--- config.mk ---
export PLATFORM = sky130hd
export DESIGN_NAME = mp2_header_side_info_parser_top_flat
export DESIGN_NICKNAME = d
export VERILOG_FILES = /design/src/hdl/mp2p_pkg.sv /design/src/hdl/mp2p_in_if.sv /design/src/hdl/mp2p_out_if.sv /design/src/hdl/mp2_header_side_info_parser_top.sv /design/src/hdl/mp2p_ram.sv /design/src/hdl/mp2p_ctrl.sv /design/src/hdl/mp2p_dpath.sv /design/src/flat_wrapper.sv
export SDC_FILE = /design/constraint.sdc
export NUM_CORES = 1
export LEC_CHECK = 0
export ABC_CLOCK_PERIOD_IN_PS = 11050
export BUFFER_PORTS_ARGS = -buffer_cell sky130_fd_sc_hd__buf_2
export CORE_MARGIN = 5
export CORE_UTILIZATION = 55
export DETAILED_ROUTE_END_ITERATION = 7
export GPL_TIMING_DRIVEN = 0
export PLACE_DENSITY = 0.71
export SYNTH_ARGS = -nofsm -noshare
export SYNTH_HDL_FRONTEND = slang
export SYNTH_SLANG_ARGS = --single-unit
--- constraint.sdc ---
create_clock -name clk -period 11.05 [get_ports clk]
set_clock_uncertainty 0.2 [all_clocks]
set_input_delay 1.105 -clock clk [delete_from_list [all_inputs] [get_ports clk]]
set_output_delay 1.105 -clock clk [all_outputs]
set_load 0.005 [all_outputs]
--- src/hdl/mp2p_pkg.sv ---
// ----------------------------------------------------------------------------
// mp2p_pkg
// Shared types, record codes and lookup tables of the Layer II header and
// side-info parser.
// ----------------------------------------------------------------------------
`timescale 1ns / 1ps
`default_nettype none

package mp2p_pkg;

  localparam logic [1:0] REC_HEADER = 2'd0;
  localparam logic [1:0] REC_BAND   = 2'd1;
  localparam logic [1:0] REC_ERROR  = 2'd2;

  localparam logic [1:0] MODE_JOINT = 2'd1;
  localparam logic [1:0] MODE_MONO  = 2'd3;

  typedef struct packed {
    logic [1:0]  record_kind;
    logic [10:0] frame_bytes;
    logic [1:0]  stereo_mode;
    logic [4:0]  subband_count;
    logic [4:0]  intensity_bound;
    logic [4:0]  band_index;
    logic        channel_index;
    logic [4:0]  quant_class;
    logic [5:0]  scale_first;
    logic [5:0]  scale_second;
    logic [5:0]  scale_third;
    logic        last;
  } rec_t;

  typedef struct packed {
    logic load;
    logic step;
  } cmd_t;

  typedef struct packed {
    logic done;
    logic rec_valid;
  } stat_t;

  // Frame length 144000*kbps/rate, per sample-rate code and bitrate code.
  function automatic logic [10:0] frame_len(input logic [1:0] rc, input logic [3:0] br);
    logic [10:0] l44;
    logic [10:0] l48;
    logic [10:0] l32;
    case (br)
      4'd1:  begin l44 = 11'd104;  l48 = 11'd96;   l32 = 11'd144;  end
      4'd2:  begin l44 = 11'd156;  l48 = 11'd144;  l32 = 11'd216;  end
      4'd3:  begin l44 = 11'd182;  l48 = 11'd168;  l32 = 11'd252;  end
      4'd4:  begin l44 = 11'd208;  l48 = 11'd192;  l32 = 11'd288;  end
      4'd5:  begin l44 = 11'd261;  l48 = 11'd240;  l32 = 11'd360;  end
      4'd6:  begin l44 = 11'd313;  l48 = 11'd288;  l32 = 11'd432;  end
      4'd7:  begin l44 = 11'd365;  l48 = 11'd336;  l32 = 11'd504;  end
      4'd8:  begin l44 = 11'd417;  l48 = 11'd384;  l32 = 11'd576;  end
      4'd9:  begin l44 = 11'd522;  l48 = 11'd480;  l32 = 11'd720;  end
      4'd10: begin l44 = 11'd626;  l48 = 11'd576;  l32 = 11'd864;  end
      4'd11: begin l44 = 11'd731;  l48 = 11'd672;  l32 = 11'd1008; end
      4'd12: begin l44 = 11'd835;  l48 = 11'd768;  l32 = 11'd1152; end
      4'd13: begin l44 = 11'd1044; l48 = 11'd960;  l32 = 11'd1440; end
      4'd14: begin l44 = 11'd1253; l48 = 11'd1152; l32 = 11'd1728; end
      default: begin l44 = 11'd0; l48 = 11'd0; l32 = 11'd0; end
    endcase
    case (rc)
      2'd0:    frame_len = l44;
      2'd1:    frame_len = l48;
      2'd2:    frame_len = l32;
      default: frame_len = 11'd0;
    endcase
  endfunction

  function automatic logic [2:0] fmt_sel(input logic stereo, input logic [1:0] rc,
                                         input logic [3:0] br);
    logic [3:0] hi_lo;
    hi_lo = stereo ? 4'd6 : 4'd2;
    fmt_sel = 3'd0;
    if (br == 4'd15 || rc == 2'd3) begin
      fmt_sel = 3'd0;
    end else if (br == 4'd0) begin
      fmt_sel = (rc == 2'd1) ? 3'd1 : 3'd2;
    end else if (br <= 4'd2 || (stereo && br <= hi_lo)) begin
      fmt_sel = (rc == 2'd2) ? 3'd4 : 3'd3;
    end else if (br <= hi_lo + 4'd3 || rc == 2'd1) begin
      fmt_sel = 3'd1;
    end else begin
      fmt_sel = 3'd2;
    end
  endfunction

  function automatic logic [4:0] fmt_nsub(input logic [2:0] fc);
    case (fc)
      3'd1:    fmt_nsub = 5'd27;
      3'd2:    fmt_nsub = 5'd30;
      3'd3:    fmt_nsub = 5'd8;
      3'd4:    fmt_nsub = 5'd12;
      default: fmt_nsub = 5'd0;
    endcase
  endfunction

  function automatic logic [2:0] band_class(input logic [2:0] fc, input logic [4:0] band);
    band_class = 3'd0;
    case (fc)
      3'd1, 3'd2: begin
        if (band <= 5'd2)       band_class = 3'd1;
        else if (band <= 5'd10) band_class = 3'd2;
        else if (band <= 5'd22) band_class = 3'd4;
        else if (band < fmt_nsub(fc)) band_class = 3'd6;
      end
      3'd3, 3'd4: begin
        if (band <= 5'd1)       band_class = 3'd3;
        else if (band < fmt_nsub(fc)) band_class = 3'd5;
      end
      default: band_class = 3'd0;
    endcase
  endfunction

  function automatic logic [4:0] nbal(input logic [2:0] bc);
    case (bc)
      3'd1, 3'd2, 3'd3: nbal = 5'd4;
      3'd4, 3'd5:       nbal = 5'd3;
      3'd6:             nbal = 5'd2;
      default:          nbal = 5'd0;
    endcase
  endfunction

  function automatic logic [4:0] qidx(input logic [2:0] bc, input logic [3:0] code);
    logic [4:0] c;
    c = {1'b0, code};
    case (bc)
      3'd1:    qidx = (code <= 4'd1) ? c : (code == 4'd2) ? 5'd3 : c + 5'd2;
      3'd2:    qidx = (code == 4'd15) ? 5'd17 : c;
      3'd3:    qidx = (code <= 4'd2) ? c : c + 5'd1;
      3'd4:    qidx = (code == 4'd7) ? 5'd17 : c;
      3'd5:    qidx = (code <= 4'd2) ? c : c + 5'd1;
      3'd6:    qidx = (code == 4'd3) ? 5'd17 : c;
      default: qidx = 5'd0;
    endcase
  endfunction

  function automatic logic [1:0] scale_count(input logic [1:0] sf);
    case (sf)
      2'd0:    scale_count = 2'd3;
      2'd2:    scale_count = 2'd1;
      default: scale_count = 2'd2;
    endcase
  endfunction

  function automatic logic [4:0] bound_of(input logic [1:0] mode, input logic [1:0] ext,
                                          input logic [4:0] nsub);
    logic [4:0] b;
    b = {3'(ext) + 3'd1, 2'b00};
    if (mode == MODE_MONO)       bound_of = 5'd0;
    else if (mode == MODE_JOINT) bound_of = (b < nsub) ? b : nsub;
    else                         bound_of = nsub;
  endfunction

endpackage

`default_nettype wire

--- src/hdl/mp2p_in_if.sv ---
// ----------------------------------------------------------------------------
// mp2p_in_if
// Byte stream channel into the parser.
// ----------------------------------------------------------------------------
`timescale 1ns / 1ps
`default_nettype none

interface mp2p_in_if;
  logic       valid;
  logic       ready;
  logic [7:0] frame_byte;
  logic       frame_start;

  modport source (output valid, output frame_byte, output frame_start, input ready);
  modport sink (input valid, input frame_byte, input frame_start, output ready);
endinterface

`default_nettype wire

--- src/hdl/mp2p_out_if.sv ---
// ----------------------------------------------------------------------------
// mp2p_out_if
// Record channel out of the parser.
// ----------------------------------------------------------------------------
`timescale 1ns / 1ps
`default_nettype none

interface mp2p_out_if;
  logic        valid;
  logic        ready;
  logic [1:0]  record_kind;
  logic [10:0] frame_bytes;
  logic [1:0]  stereo_mode;
  logic [4:0]  subband_count;
  logic [4:0]  intensity_bound;
  logic [4:0]  band_index;
  logic        channel_index;
  logic [4:0]  quant_class;
  logic [5:0]  scale_first;
  logic [5:0]  scale_second;
  logic [5:0]  scale_third;
  logic        last;

  modport source (output valid, output record_kind, output frame_bytes, output stereo_mode,
                  output subband_count, output intensity_bound, output band_index,
                  output channel_index, output quant_class, output scale_first,
                  output scale_second, output scale_third, output last, input ready);
  modport sink (input valid, input record_kind, input frame_bytes, input stereo_mode,
                input subband_count, input intensity_bound, input band_index,
                input channel_index, input quant_class, input scale_first,
                input scale_second, input scale_third, input last, output ready);
endinterface

`default_nettype wire

--- src/hdl/mp2_header_side_info_parser_top.sv ---
// ----------------------------------------------------------------------------
// mp2_header_side_info_parser_top
// MPEG-1 Layer II header and side-info parser, byte in, records out.
// ----------------------------------------------------------------------------
// Takes one frame byte per transfer and works through it one bit per clock
// while no record is stalled on the output: a byte goes through the transfer,
// a step for each bit and a closing check, plus a settling step after each
// completed field and for each unallocated band that is passed over. Byte
// rate is set by the single-bit shifter feeding the field extractor. A header
// record follows the header, then one band record per subband and channel; a
// bad sync, version, layer or rate, or a stereo mode with one channel, gives
// an error record and the rest of the frame is ignored until frame_start.
`timescale 1ns / 1ps
`default_nettype none

module mp2_header_side_info_parser_top import mp2p_pkg::*; #(
  parameter int MAX_BANDS    = 32,
  parameter int MAX_CHANNELS = 2
) (
  input  wire logic  clk,
  input  wire logic  rst,
  mp2p_in_if.sink    frames,
  mp2p_out_if.source records
);

  cmd_t  cmd;
  stat_t stat;
  rec_t  rec;
  logic  rec_valid;

  mp2p_ctrl u_ctrl (
    .clk       (clk),
    .rst       (rst),
    .in_valid  (frames.valid),
    .in_ready  (frames.ready),
    .out_ready (records.ready),
    .stat      (stat),
    .cmd       (cmd)
  );

  mp2p_dpath #(.MAX_BANDS(MAX_BANDS), .MAX_CHANNELS(MAX_CHANNELS)) u_dpath (
    .clk         (clk),
    .rst         (rst),
    .cmd         (cmd),
    .frame_byte  (frames.frame_byte),
    .frame_start (frames.frame_start),
    .out_ready   (records.ready),
    .stat        (stat),
    .rec         (rec),
    .rec_valid   (rec_valid)
  );

  assign records.valid           = rec_valid;
  assign records.record_kind     = rec.record_kind;
  assign records.frame_bytes     = rec.frame_bytes;
  assign records.stereo_mode     = rec.stereo_mode;
  assign records.subband_count   = rec.subband_count;
  assign records.intensity_bound = rec.intensity_bound;
  assign records.band_index      = rec.band_index;
  assign records.channel_index   = rec.channel_index;
  assign records.quant_class     = rec.quant_class;
  assign records.scale_first     = rec.scale_first;
  assign records.scale_second    = rec.scale_second;
  assign records.scale_third     = rec.scale_third;
  assign records.last            = rec.last;

endmodule

`default_nettype wire

--- src/hdl/mp2p_ram.sv ---
// ----------------------------------------------------------------------------
// mp2p_ram
// Simple dual-port RAM, one write port, one registered read port.
// ----------------------------------------------------------------------------
`timescale 1ns / 1ps
`default_nettype none

module mp2p_ram #(
  parameter int WIDTH = 8,
  parameter int DEPTH = 32
) (
  input  wire logic                     clk,
  input  wire logic                     we,
  input  wire logic [$clog2(DEPTH)-1:0] waddr,
  input  wire logic [WIDTH-1:0]         wdata,
  input  wire logic [$clog2(DEPTH)-1:0] raddr,
  output logic      [WIDTH-1:0]         rdata
);

  logic [WIDTH-1:0] mem [DEPTH];

  always_ff @(posedge clk) begin
    if (we) begin
      mem[waddr] <= wdata;
    end
    rdata <= mem[raddr];
  end

endmodule

`default_nettype wire

--- src/hdl/mp2p_ctrl.sv ---
// ----------------------------------------------------------------------------
// mp2p_ctrl
// Byte sequencer: takes a byte, then steps the datapath until it is used up.
// ----------------------------------------------------------------------------
`timescale 1ns / 1ps
`default_nettype none

module mp2p_ctrl import mp2p_pkg::*; (
  input  wire logic  clk,
  input  wire logic  rst,
  input  wire logic  in_valid,
  output logic       in_ready,
  input  wire logic  out_ready,
  input  wire stat_t stat,
  output cmd_t       cmd
);

  typedef enum logic [1:0] {
    S_ACCEPT = 2'b01,
    S_WORK   = 2'b10
  } state_t;

  state_t state;
  state_t state_next;

  assign in_ready = (state == S_ACCEPT);

  always_comb begin
    cmd.load = in_ready && in_valid;
    // Step only when the output register can take a record.
    cmd.step = (state == S_WORK) && (!stat.rec_valid || out_ready);
  end

  always_comb begin
    state_next = state;
    case (state)
      S_ACCEPT: begin
        if (in_valid) state_next = S_WORK;
      end
      S_WORK: begin
        if (cmd.step && stat.done) state_next = S_ACCEPT;
      end
      default: state_next = S_ACCEPT;
    endcase
  end

  always_ff @(posedge clk) begin
    if (rst) begin
      state <= S_ACCEPT;
    end else begin
      state <= state_next;
    end
  end

  a_load_to_work: assert property (@(posedge clk) disable iff (rst)
    cmd.load |=> state == S_WORK) else $error("load did not start work");
  a_hold_on_stall: assert property (@(posedge clk) disable iff (rst)
    (stat.rec_valid && !out_ready) |-> !cmd.step) else $error("step while record stalled");
  a_no_step_idle: assert property (@(posedge clk) disable iff (rst)
    in_ready |-> !cmd.step) else $error("step while waiting for a byte");

endmodule

`default_nettype wire

--- src/hdl/mp2p_dpath.sv ---
// ----------------------------------------------------------------------------
// mp2p_dpath
// Bit-serial field extractor, parse phase, side-info stores and the record
// output register.
// ----------------------------------------------------------------------------
`timescale 1ns / 1ps
`default_nettype none

module mp2p_dpath import mp2p_pkg::*; #(
  parameter int MAX_BANDS    = 32,
  parameter int MAX_CHANNELS = 2
) (
  input  wire logic       clk,
  input  wire logic       rst,
  input  wire cmd_t       cmd,
  input  wire logic [7:0] frame_byte,
  input  wire logic       frame_start,
  input  wire logic       out_ready,
  output stat_t           stat,
  output rec_t            rec,
  output logic            rec_valid
);

  localparam int AW = $clog2(MAX_BANDS);

  typedef enum logic [7:0] {
    PH_SYNC  = 8'b0000_0001,
    PH_HDRA  = 8'b0000_0010,
    PH_HDRB  = 8'b0000_0100,
    PH_CRC   = 8'b0000_1000,
    PH_ALLOC = 8'b0001_0000,
    PH_SCFSI = 8'b0010_0000,
    PH_SCALE = 8'b0100_0000,
    PH_IDLE  = 8'b1000_0000
  } phase_t;

  phase_t      phase, phase_next;
  logic [15:0] bit_buffer, bit_buffer_next;
  logic [4:0]  bit_count, bit_count_next;
  logic [7:0]  shreg, shreg_next;
  logic [3:0]  bits_left, bits_left_next;
  logic        settle_pend, settle_pend_next;
  logic [3:0]  br, br_next;
  logic [1:0]  rc, rc_next;
  logic        pad, pad_next;
  logic [1:0]  mode, mode_next;
  logic [1:0]  ext, ext_next;
  logic        crc_bit, crc_bit_next;
  logic [2:0]  format_class, format_class_next;
  logic [4:0]  band, band_next;
  logic        ch, ch_next;
  logic [1:0]  sf_pos, sf_pos_next;
  logic [5:0]  sf_hold [3];
  logic [5:0]  sf_hold_next [3];
  rec_t        rec_next;
  logic        rec_valid_next;

  logic [4:0]  alloc_q [MAX_CHANNELS];
  logic [1:0]  scfsi_q [MAX_CHANNELS];
  logic        alloc_we [MAX_CHANNELS];
  logic        scfsi_we [MAX_CHANNELS];
  logic [4:0]  alloc_wdata;
  logic [1:0]  scfsi_wdata;
  logic [AW-1:0] rd_addr;

  logic [4:0]  cur_alloc;
  logic [1:0]  cur_scfsi;
  logic [4:0]  nsub;
  logic        chans2;
  logic [4:0]  bound;
  logic [2:0]  bclass;
  logic [4:0]  need;
  logic        wrap;
  logic [4:0]  adv_band;
  logic        adv_ch;
  logic        adv_done;
  logic        is_last;

  assign cur_alloc = (MAX_CHANNELS > 1 && ch) ? alloc_q[MAX_CHANNELS-1] : alloc_q[0];
  assign cur_scfsi = (MAX_CHANNELS > 1 && ch) ? scfsi_q[MAX_CHANNELS-1] : scfsi_q[0];
  assign nsub      = fmt_nsub(format_class);
  assign chans2    = (mode != MODE_MONO);
  assign bound     = bound_of(mode, ext, nsub);
  assign bclass    = band_class(format_class, band);

  // Unshared advance to the next band/channel slot.
  assign wrap     = !chans2 || ch;
  assign adv_band = wrap ? band + 5'd1 : band;
  assign adv_ch   = wrap ? 1'b0 : 1'b1;
  assign adv_done = (adv_band >= nsub);
  assign is_last  = (band + 5'd1 == nsub) && (ch == chans2);

  always_comb begin
    case (phase)
      PH_SYNC:  need = 5'd11;
      PH_HDRA:  need = 5'd5;
      PH_HDRB:  need = 5'd16;
      PH_CRC:   need = 5'd16;
      PH_ALLOC: need = nbal(bclass);
      PH_SCFSI: need = (cur_alloc != 5'd0) ? 5'd2 : 5'd0;
      PH_SCALE: need = (cur_alloc != 5'd0) ? 5'd6 : 5'd0;
      default:  need = 5'd0;
    endcase
  end

  always_comb begin
    logic [15:0] v;
    logic        shared;
    logic [4:0]  sh_band;
    logic        sh_ch;
    logic [2:0]  fc;
    logic [5:0]  s;
    logic [5:0]  h [3];

    phase_next        = phase;
    bit_buffer_next   = bit_buffer;
    bit_count_next    = bit_count;
    shreg_next        = shreg;
    bits_left_next    = bits_left;
    settle_pend_next  = settle_pend;
    br_next           = br;
    rc_next           = rc;
    pad_next          = pad;
    mode_next         = mode;
    ext_next          = ext;
    crc_bit_next      = crc_bit;
    format_class_next = format_class;
    band_next         = band;
    ch_next           = ch;
    sf_pos_next       = sf_pos;
    sf_hold_next      = sf_hold;
    rec_next          = rec;
    rec_valid_next    = rec_valid && !out_ready;
    alloc_wdata       = 5'd0;
    scfsi_wdata       = 2'd0;
    for (int c = 0; c < MAX_CHANNELS; c++) begin
      alloc_we[c] = 1'b0;
      scfsi_we[c] = 1'b0;
    end
    v       = {bit_buffer[14:0], shreg[7]};
    shared  = chans2 && (band >= bound);
    sh_band = (shared || wrap) ? band + 5'd1 : band;
    sh_ch   = (shared || wrap) ? 1'b0 : 1'b1;
    fc      = fmt_sel(v[7:6] != MODE_MONO, v[11:10], v[15:12]);
    s       = v[5:0];
    h       = sf_hold;

    if (cmd.load) begin
      shreg_next     = frame_byte;
      bits_left_next = 4'd8;
      if (frame_start) begin
        bit_buffer_next = 16'd0;
        bit_count_next  = 5'd0;
        phase_next      = PH_SYNC;
        br_next         = 4'd0;
        rc_next         = 2'd0;
        pad_next        = 1'b0;
        mode_next       = 2'd0;
        ext_next        = 2'd0;
        crc_bit_next    = 1'b0;
        band_next       = 5'd0;
        ch_next         = 1'b0;
        sf_pos_next     = 2'd0;
        for (int i = 0; i < 3; i++) sf_hold_next[i] = 6'd0;
      end
    end else if (cmd.step) begin
      if (settle_pend) begin
        // Pass over unallocated bands one slot a step.
        if (phase == PH_SCFSI && cur_alloc == 5'd0) begin
          band_next = adv_band;
          ch_next   = adv_ch;
          if (adv_done) begin
            phase_next  = PH_SCALE;
            band_next   = 5'd0;
            ch_next     = 1'b0;
            sf_pos_next = 2'd0;
          end
        end else if (phase == PH_SCALE && cur_alloc == 5'd0) begin
          rec_next               = '0;
          rec_next.record_kind   = REC_BAND;
          rec_next.band_index    = band;
          rec_next.channel_index = ch;
          rec_next.last          = is_last;
          rec_valid_next         = 1'b1;
          band_next              = adv_band;
          ch_next                = adv_ch;
          if (adv_done) phase_next = PH_IDLE;
        end else begin
          settle_pend_next = 1'b0;
        end
      end else if (bits_left != 4'd0) begin
        bits_left_next = bits_left - 4'd1;
        shreg_next     = {shreg[6:0], 1'b0};
        if (phase != PH_IDLE) begin
          if (need == 5'd0) begin
            // Drop this bit.
            settle_pend_next = 1'b1;
          end else if (bit_count + 5'd1 < need) begin
            bit_buffer_next = v;
            bit_count_next  = bit_count + 5'd1;
          end else begin
            bit_buffer_next  = 16'd0;
            bit_count_next   = 5'd0;
            settle_pend_next = 1'b1;
            case (phase)
              PH_SYNC: begin
                if (v[10:0] == 11'h7FF) begin
                  phase_next = PH_HDRA;
                end else begin
                  rec_next             = '0;
                  rec_next.record_kind = REC_ERROR;
                  rec_next.last        = 1'b1;
                  rec_valid_next       = 1'b1;
                  phase_next           = PH_IDLE;
                end
              end
              PH_HDRA: begin
                if (v[4:3] != 2'd3 || v[2:1] != 2'd2) begin
                  rec_next             = '0;
                  rec_next.record_kind = REC_ERROR;
                  rec_next.last        = 1'b1;
                  rec_valid_next       = 1'b1;
                  phase_next           = PH_IDLE;
                end else begin
                  crc_bit_next = v[0];
                  br_next      = 4'd0;
                  rc_next      = 2'd0;
                  pad_next     = 1'b0;
                  mode_next    = 2'd0;
                  ext_next     = 2'd0;
                  phase_next   = PH_HDRB;
                end
              end
              PH_HDRB: begin
                br_next   = v[15:12];
                rc_next   = v[11:10];
                pad_next  = v[9];
                mode_next = v[7:6];
                ext_next  = v[5:4];
                if (v[15:12] == 4'd0 || v[15:12] == 4'd15 || v[11:10] == 2'd3 ||
                    (v[7:6] != MODE_MONO && MAX_CHANNELS < 2)) begin
                  rec_next             = '0;
                  rec_next.record_kind = REC_ERROR;
                  rec_next.last        = 1'b1;
                  rec_valid_next       = 1'b1;
                  phase_next           = PH_IDLE;
                end else begin
                  format_class_next        = fc;
                  rec_next                 = '0;
                  rec_next.record_kind     = REC_HEADER;
                  rec_next.frame_bytes     = frame_len(v[11:10], v[15:12]) + 11'(v[9]);
                  rec_next.stereo_mode     = v[7:6];
                  rec_next.subband_count   = fmt_nsub(fc);
                  rec_next.intensity_bound = bound_of(v[7:6], v[5:4], fmt_nsub(fc));
                  rec_valid_next           = 1'b1;
                  phase_next               = crc_bit ? PH_ALLOC : PH_CRC;
                  band_next                = 5'd0;
                  ch_next                  = 1'b0;
                  sf_pos_next              = 2'd0;
                end
              end
              PH_CRC: begin
                phase_next  = PH_ALLOC;
                band_next   = 5'd0;
                ch_next     = 1'b0;
                sf_pos_next = 2'd0;
              end
              PH_ALLOC: begin
                alloc_wdata = qidx(bclass, v[3:0]);
                for (int c = 0; c < MAX_CHANNELS; c++) begin
                  alloc_we[c] = shared || (ch == 1'(c));
                end
                band_next = sh_band;
                ch_next   = sh_ch;
                if (sh_band >= nsub) begin
                  phase_next  = PH_SCFSI;
                  band_next   = 5'd0;
                  ch_next     = 1'b0;
                  sf_pos_next = 2'd0;
                end
              end
              PH_SCFSI: begin
                scfsi_wdata = v[1:0];
                for (int c = 0; c < MAX_CHANNELS; c++) begin
                  scfsi_we[c] = (ch == 1'(c));
                end
                band_next = adv_band;
                ch_next   = adv_ch;
                if (adv_done) begin
                  phase_next  = PH_SCALE;
                  band_next   = 5'd0;
                  ch_next     = 1'b0;
                  sf_pos_next = 2'd0;
                end
              end
              PH_SCALE: begin
                // Expand per scfsi: shared thirds take the same index.
                case (cur_scfsi)
                  2'd0: begin
                    if (sf_pos == 2'd0)      h[0] = s;
                    else if (sf_pos == 2'd1) h[1] = s;
                    else                     h[2] = s;
                  end
                  2'd1: begin
                    if (sf_pos == 2'd0) begin
                      h[0] = s;
                      h[1] = s;
                    end else begin
                      h[2] = s;
                    end
                  end
                  2'd2: begin
                    h[0] = s;
                    h[1] = s;
                    h[2] = s;
                  end
                  default: begin
                    if (sf_pos == 2'd0) begin
                      h[0] = s;
                    end else begin
                      h[1] = s;
                      h[2] = s;
                    end
                  end
                endcase
                sf_hold_next = h;
                if (sf_pos + 2'd1 >= scale_count(cur_scfsi)) begin
                  rec_next               = '0;
                  rec_next.record_kind   = REC_BAND;
                  rec_next.band_index    = band;
                  rec_next.channel_index = ch;
                  rec_next.quant_class   = cur_alloc;
                  rec_next.scale_first   = h[0];
                  rec_next.scale_second  = h[1];
                  rec_next.scale_third   = h[2];
                  rec_next.last          = is_last;
                  rec_valid_next         = 1'b1;
                  sf_pos_next            = 2'd0;
                  band_next              = adv_band;
                  ch_next                = adv_ch;
                  if (adv_done) phase_next = PH_IDLE;
                end else begin
                  sf_pos_next = sf_pos + 2'd1;
                end
              end
              default: begin
                phase_next = phase;
              end
            endcase
          end
        end
      end
    end
  end

  // Read the slot that will be current next cycle.
  assign rd_addr = (32'(band_next) < MAX_BANDS) ? band_next[AW-1:0] : '0;

  for (genvar g = 0; g < MAX_CHANNELS; g++) begin : g_store
    mp2p_ram #(.WIDTH(5), .DEPTH(MAX_BANDS)) u_alloc (
      .clk   (clk),
      .we    (alloc_we[g]),
      .waddr (band[AW-1:0]),
      .wdata (alloc_wdata),
      .raddr (rd_addr),
      .rdata (alloc_q[g])
    );
    mp2p_ram #(.WIDTH(2), .DEPTH(MAX_BANDS)) u_scfsi (
      .clk   (clk),
      .we    (scfsi_we[g]),
      .waddr (band[AW-1:0]),
      .wdata (scfsi_wdata),
      .raddr (rd_addr),
      .rdata (scfsi_q[g])
    );
  end

  always_ff @(posedge clk) begin
    if (rst) begin
      phase        <= PH_SYNC;
      bit_buffer   <= 16'd0;
      bit_count    <= 5'd0;
      bits_left    <= 4'd0;
      settle_pend  <= 1'b0;
      br           <= 4'd0;
      rc           <= 2'd0;
      pad          <= 1'b0;
      mode         <= 2'd0;
      ext          <= 2'd0;
      crc_bit      <= 1'b0;
      format_class <= 3'd0;
      band         <= 5'd0;
      ch           <= 1'b0;
      sf_pos       <= 2'd0;
      for (int i = 0; i < 3; i++) sf_hold[i] <= 6'd0;
      rec_valid    <= 1'b0;
    end else begin
      phase        <= phase_next;
      bit_buffer   <= bit_buffer_next;
      bit_count    <= bit_count_next;
      bits_left    <= bits_left_next;
      settle_pend  <= settle_pend_next;
      br           <= br_next;
      rc           <= rc_next;
      pad          <= pad_next;
      mode         <= mode_next;
      ext          <= ext_next;
      crc_bit      <= crc_bit_next;
      format_class <= format_class_next;
      band         <= band_next;
      ch           <= ch_next;
      sf_pos       <= sf_pos_next;
      sf_hold      <= sf_hold_next;
      rec_valid    <= rec_valid_next;
    end
  end

  always_ff @(posedge clk) begin
    shreg <= shreg_next;
    rec   <= rec_next;
  end

  assign stat.done      = (bits_left == 4'd0) && !settle_pend;
  assign stat.rec_valid = rec_valid;

  a_settle_holds_bits: assert property (@(posedge clk) disable iff (rst)
    (cmd.step && settle_pend) |=> bits_left == $past(bits_left))
    else $error("settle step consumed a bit");
  a_band_in_range: assert property (@(posedge clk) disable iff (rst)
    (phase == PH_ALLOC || phase == PH_SCFSI || phase == PH_SCALE) |-> band < nsub)
    else $error("band position past subband count");
  a_mono_one_channel: assert property (@(posedge clk) disable iff (rst)
    ((phase == PH_ALLOC || phase == PH_SCFSI || phase == PH_SCALE) && mode == MODE_MONO)
      |-> !ch)
    else $error("second channel selected in mono frame");

endmodule

`default_nettype wire
--- src/flat_wrapper.sv ---
// flat-port wrapper written by rule: the top's interface ports become plain ports
module mp2_header_side_info_parser_top_flat import mp2p_pkg::*;
#(
  parameter int MAX_BANDS    = 32,
  parameter int MAX_CHANNELS = 2
)
  (clk, rst, frames_valid, frames_frame_byte, frames_frame_start, frames_ready, records_valid, records_record_kind, records_frame_bytes, records_stereo_mode, records_subband_count, records_intensity_bound, records_band_index, records_channel_index, records_quant_class, records_scale_first, records_scale_second, records_scale_third, records_last, records_ready);
  mp2p_in_if frames_i ();
  mp2p_out_if records_i ();
  input  wire logic clk;
  input  wire logic rst;
  input wire logic [$bits(frames_i.valid)-1:0] frames_valid;
  input wire logic [$bits(frames_i.frame_byte)-1:0] frames_frame_byte;
  input wire logic [$bits(frames_i.frame_start)-1:0] frames_frame_start;
  output wire logic [$bits(frames_i.ready)-1:0] frames_ready;
  output wire logic [$bits(records_i.valid)-1:0] records_valid;
  output wire logic [$bits(records_i.record_kind)-1:0] records_record_kind;
  output wire logic [$bits(records_i.frame_bytes)-1:0] records_frame_bytes;
  output wire logic [$bits(records_i.stereo_mode)-1:0] records_stereo_mode;
  output wire logic [$bits(records_i.subband_count)-1:0] records_subband_count;
  output wire logic [$bits(records_i.intensity_bound)-1:0] records_intensity_bound;
  output wire logic [$bits(records_i.band_index)-1:0] records_band_index;
  output wire logic [$bits(records_i.channel_index)-1:0] records_channel_index;
  output wire logic [$bits(records_i.quant_class)-1:0] records_quant_class;
  output wire logic [$bits(records_i.scale_first)-1:0] records_scale_first;
  output wire logic [$bits(records_i.scale_second)-1:0] records_scale_second;
  output wire logic [$bits(records_i.scale_third)-1:0] records_scale_third;
  output wire logic [$bits(records_i.last)-1:0] records_last;
  input wire logic [$bits(records_i.ready)-1:0] records_ready;
  assign frames_i.valid = frames_valid;
  assign frames_i.frame_byte = frames_frame_byte;
  assign frames_i.frame_start = frames_frame_start;
  assign frames_ready = frames_i.ready;
  assign records_valid = records_i.valid;
  assign records_record_kind = records_i.record_kind;
  assign records_frame_bytes = records_i.frame_bytes;
  assign records_stereo_mode = records_i.stereo_mode;
  assign records_subband_count = records_i.subband_count;
  assign records_intensity_bound = records_i.intensity_bound;
  assign records_band_index = records_i.band_index;
  assign records_channel_index = records_i.channel_index;
  assign records_quant_class = records_i.quant_class;
  assign records_scale_first = records_i.scale_first;
  assign records_scale_second = records_i.scale_second;
  assign records_scale_third = records_i.scale_third;
  assign records_last = records_i.last;
  assign records_i.ready = records_ready;
  mp2_header_side_info_parser_top #(.MAX_BANDS(MAX_BANDS), .MAX_CHANNELS(MAX_CHANNELS)) u_core (.clk(clk), .rst(rst), .frames(frames_i), .records(records_i));
endmodule
==> metrics.md <==
| Metric | Value |
|---|---|
| EDFF count, synth | 510 |
| Width of the chip | 238.7 um |
| Clk buf depth | 3 |
| Top_reg_cell synth | edfxtp_1 |
| Postcts setup bufs | 0 |
| Critical-path top delay cell | o32ai_1 |
| Final Cycle Share | 0.9111 |
| TritonCTS Sinks | 621 |
| LEAKAGE | 9.842 nW |
| Initial Util | 0.5582 |
| Library cells used by synthesis | 83 |
| Detailed placement HPWL | 58.44 mm |
| Int Power | 3.762 mW |
| Hold Startpoint | u_core.u_dpath.mode[0] |
| Most frequent cell after synthesis | edfxtp_1 |
| Final #Nets | 2,592 |
| Post-CTS Hold Fix Bufs | 0 |
| Final core area utilization | 0.6290 |
| Crit-path max FO | 14 |
| Congestion Overflow GR | 0 |
| ANT cells | 0 |
| YS warnings | 0 |
| Comb power frac | 0.012 |
| R2R depth | 32 |
| CTS clk-pin slew, worst paths | 0.06 ns |
| Port Buf Inserts | 69 |
| Cell Rows | 83 |
| Final Wtd Congestion | 1.005 |
| FF+latch count, synth | 621 |
| Setup Crit Path Kind | flip-flop to flip-flop |
| Sw Ratio | 0.2033 |
| DRC errors left | 0 |
| Synth area leaders | edfxtp_1 (53%), mux2i_1 (7.9%), dfxtp_1 (7.7%), nor2_1 (4.0%), nand2_1 (2.7%) |
| Total Wirelength | 79.67 mm |
| VDD IR max | 0.0002214 V |
| Syn avg cell area | 12.13 um2 |
| Register area | 0.01754 mm2 |
| Total GRT Usage | 0.2756 |
| Final hold vios | 0 |
| H-tree depth | 3 |
| Reg2reg start | u_core.u_dpath.format_class[1] |
| Critical Path Sink Type | flip-flop |
| Post-CTS Resized | 0 |
| Initial antenna violation count | 0 |
| FF-to-FF End | u_core.u_dpath.g_store[1].u_alloc.rdata[1] |
| Unrepaired setup endpoints after global routing | false |
| Multi-input gate area | 0.01050 mm2 |
| WL/cell | 24.47 um |
| Die H | 238.7 um |
| Leading area contributor after synthesis | edfxtp_1 |
| Reg-to-reg slack, setup | 0.98 ns |
| Fmax | 99.32 MHz |
| Outcome | completed |
| Worst slew margin | 0.1650 |
| Synth top cells by count | edfxtp_1 (510), nor2_1 (309), mux2i_1 (227), nand2_1 (206), dfxtp_1 (111) |
| Setup tns final | 0 ns |
| Worst slew pin tran | 1.241 ns |
| Net Switching | 0.9603 mW |
| Min-Delay Endpoint | u_core.u_dpath.mode[0] |
| Net count after synthesis | 2,441 |
| ANT nets after route | 0 |
| Crit path DAT | 10.31 ns |
| Via density | 6.205 |
| Largest net degree at the start of global routing | 49 |
| Cell count after synthesis | 2,371 |
| Mapped cell area | 0.02876 mm2 |
| Pre-Repair DR Iteration Count | 5 |
| Top-area cell type share of the netlist area | 0.5326 |
| IO Count | 70 |
| CTS Buf Count | 67 |
| 1st-iter DRT viols | 1,969 |
| Part of the power in registers | 0.530 |
| DR vias | 20,200 |
| Area grow syn2layout | 12.68% |
| Vias in the first global route | 19,860 |
| Async SR Flop Fraction | 0 |
| Max incr delay on CP | 0.92 ns |
| Final critical-path required period | 10.07 ns |
| Fill count | 4,005 |
| PwrDens | 145.8 mW/mm2 |
| Startpoint Class | flip-flop |
| Cell area after placement | 0.03028 mm2 |
| Hold depth | 2 |
| Final instance area | 0.03240 mm2 |
| Max Cap Violations | 0 |
| Delay-heaviest family, CP | compound AO/OA/AOI/OAI gates |
| Sum of buffers and inverters on the critical path | 5 |
| Sequential cell area fraction in the yosys report | 0.6099 |
| CTS tree | yes |
| Core Region | 0.05151 mm2 |
| Clk pwr share | 0.457 |
| First-pass GRT wire length | 120.1 mm |
| Die Area | 0.05695 mm2 |
| Share of cells above drive strength 1 | 0.1153 |
| Clock Latency Late Sink | 0.62 ns |
| Hold WC Path Type | flip-flop to flip-flop |
| Clk root buf | clkbuf_16 |
| Setup crit start | u_core.u_dpath.format_class[1] |
| Req. time, crit path | 11.30 ns |
| Setup Viol. Count Final | 0 |
| Fin. max-slew vios | 0 |
## state kept, by name (all words and copies together) (netlist names), named ones only
| signal | cells |
|---|---|
| u_core.u_dpath.g_store.u_scfsi.rdata | 4 |
| u_core.u_dpath.mode | 2 |
| u_core.u_dpath.rec_valid | 1 |
| u_core.u_ctrl.state | 2 |
| u_core.u_dpath.settle_pend | 1 |
| u_core.u_dpath.band | 5 |
| u_core.u_dpath.g_store.u_alloc.rdata | 10 |
| u_core.u_dpath.g_store.u_alloc.mem | 320 |
| u_core.u_dpath.g_store.u_scfsi.mem | 128 |
| u_core.u_dpath.phase | 8 |
| u_core.u_dpath.sf_pos | 2 |
| u_core.u_dpath.ext | 2 |
| u_core.u_dpath.bit_count | 5 |
| u_core.u_dpath.crc_bit | 1 |
| u_core.u_dpath.rec | 54 |
| u_core.u_dpath.format_class | 3 |
| u_core.u_dpath.sf_hold | 18 |
| u_core.u_dpath.bit_buffer | 15 |
| u_core.u_dpath.ch | 1 |
| u_core.u_dpath.bits_left | 4 |
| u_core.u_dpath.shreg | 8 |
## layout by cell type, fill, tap and decap left out, types with 8 or more instances in the layout
cell       instances
a211oi_1          24
clkbuf_16         71
nor2_1           306
a21oi_1           63
a21boi_0          22
o211ai_1          11
clkbuf_1         116
buf_1              9
clkinv_1          13
dfxtp_1          111
inv_1             41
a31oi_1           28
mux2_2            43
ha_1              57
nand3_1           73
nor3_1            25
o32ai_1           15
o21ai_0           86
nand2_1          206
a311oi_1           9
xor2_1             8
nor4_1            19
and2_1            16
a22oi_1           41
mux2_1             9
nor2b_1           25
nor4_2            14
edfxtp_1         510
o2bb2ai_1         27
a22o_1            20
a221oi_1           9
nand2b_1          16
buf_6              9
buf_2             95
mux2i_1          227
or3_1              9
xnor2_1           20
## area by class of cell
type,instances,share of cell area
Buffer,143,0.01966
Clock buffer,93,0.05800
Clock inverter,30,0.007607
Inverter,42,0.004866
Multi-Input combinational cell,1565,0.3242
Sequential cell,621,0.5412
Tap cell,680,0.02626
Timing Repair Buffer,82,0.01819
## through the flow
step | hold WS [ns] | worst slack, ns | cells | total power, mW
final | 0.2853 | 0.9819 | 3256 | 4.723
after global routing | 0.3007 | 0.3868 | 3256 | 4.849
after CTS | 0.2797 | 1.241 | 3256 | 4.743
after detailed placement | 0.2693 | 1.268 | 3133 | 2.611
after global placement | 0.2647 | -2.194 | 3120 | 2.609
after floorplan | 0.2355 | 3.349 | 2371 | 2.588
## per-layer routing
metal | track usage | up-vias | share of wire
met5 | 0 | - | 0
met4 | 0.1117 | 0 | 0.046
met3 | 0.04003 | 200 | 0.069
met2 | 0.4597 | 919 | 0.48
met1 | 0.3665 | 9884 | 0.41
li1 | - | 9201 | -
## power groups by stage
stage	sequential [mW]	clock (mW)	combinational, mW
finish	2.50	2.16	0.0587
global route	2.50	2.28	0.0632
CTS	2.50	2.18	0.0575
detailed placement	2.55	0	0.0571
global placement	2.55	0	0.0556
floorplan	2.55	0	0.0349
## worst min-delay path, delay by kind of cell (launching register included)
family,cells,cell delay [ns]
DFF,1,0.32
and+or+nand+nor,1,0.06
AOI/OAI and AO/OA,1,0.05
## worst max path at each step
stage	end	slack, ns	depth (start not counted)
4_1_cts	u_core.u_dpath.g_store[1].u_alloc.rdata[2]	1.24	32
6_report	u_core.u_dpath.g_store[1].u_alloc.rdata[1]	0.98	32
3_5_place_dp	u_core.u_dpath.g_store[1].u_alloc.rdata[2]	1.27	32
2_1_floorplan	u_core.u_dpath.g_store[0].u_alloc.mem[0][3]	3.35	20
5_1_grt	u_core.u_dpath.g_store[0].u_alloc.rdata[1]	0.39	32
3_3_place_gp	u_core.u_dpath.g_store[1].u_alloc.mem[6][3]	-2.19	20
## cell families (layout without fill, tap and decap cells)
| family | after synthesis | count (layout) | share of synthesized area |
|---|---|---|---|
| flip-flops | 621 | 621 | 0.6099 |
| buffers and inverters | 185 | 390 | 0.02763 |
| AND/OR/NAND/NOR | 770 | 770 | 0.1251 |
| multiplexers | 282 | 282 | 0.1009 |
| XOR/XNOR | 28 | 28 | 0.008529 |
| adder cells (fa/ha/maj) | 58 | 58 | 0.02515 |
| AO/OA/AOI/OAI | 427 | 427 | 0.1028 |
No activity file was read; power rests on OpenSTA's default activity.
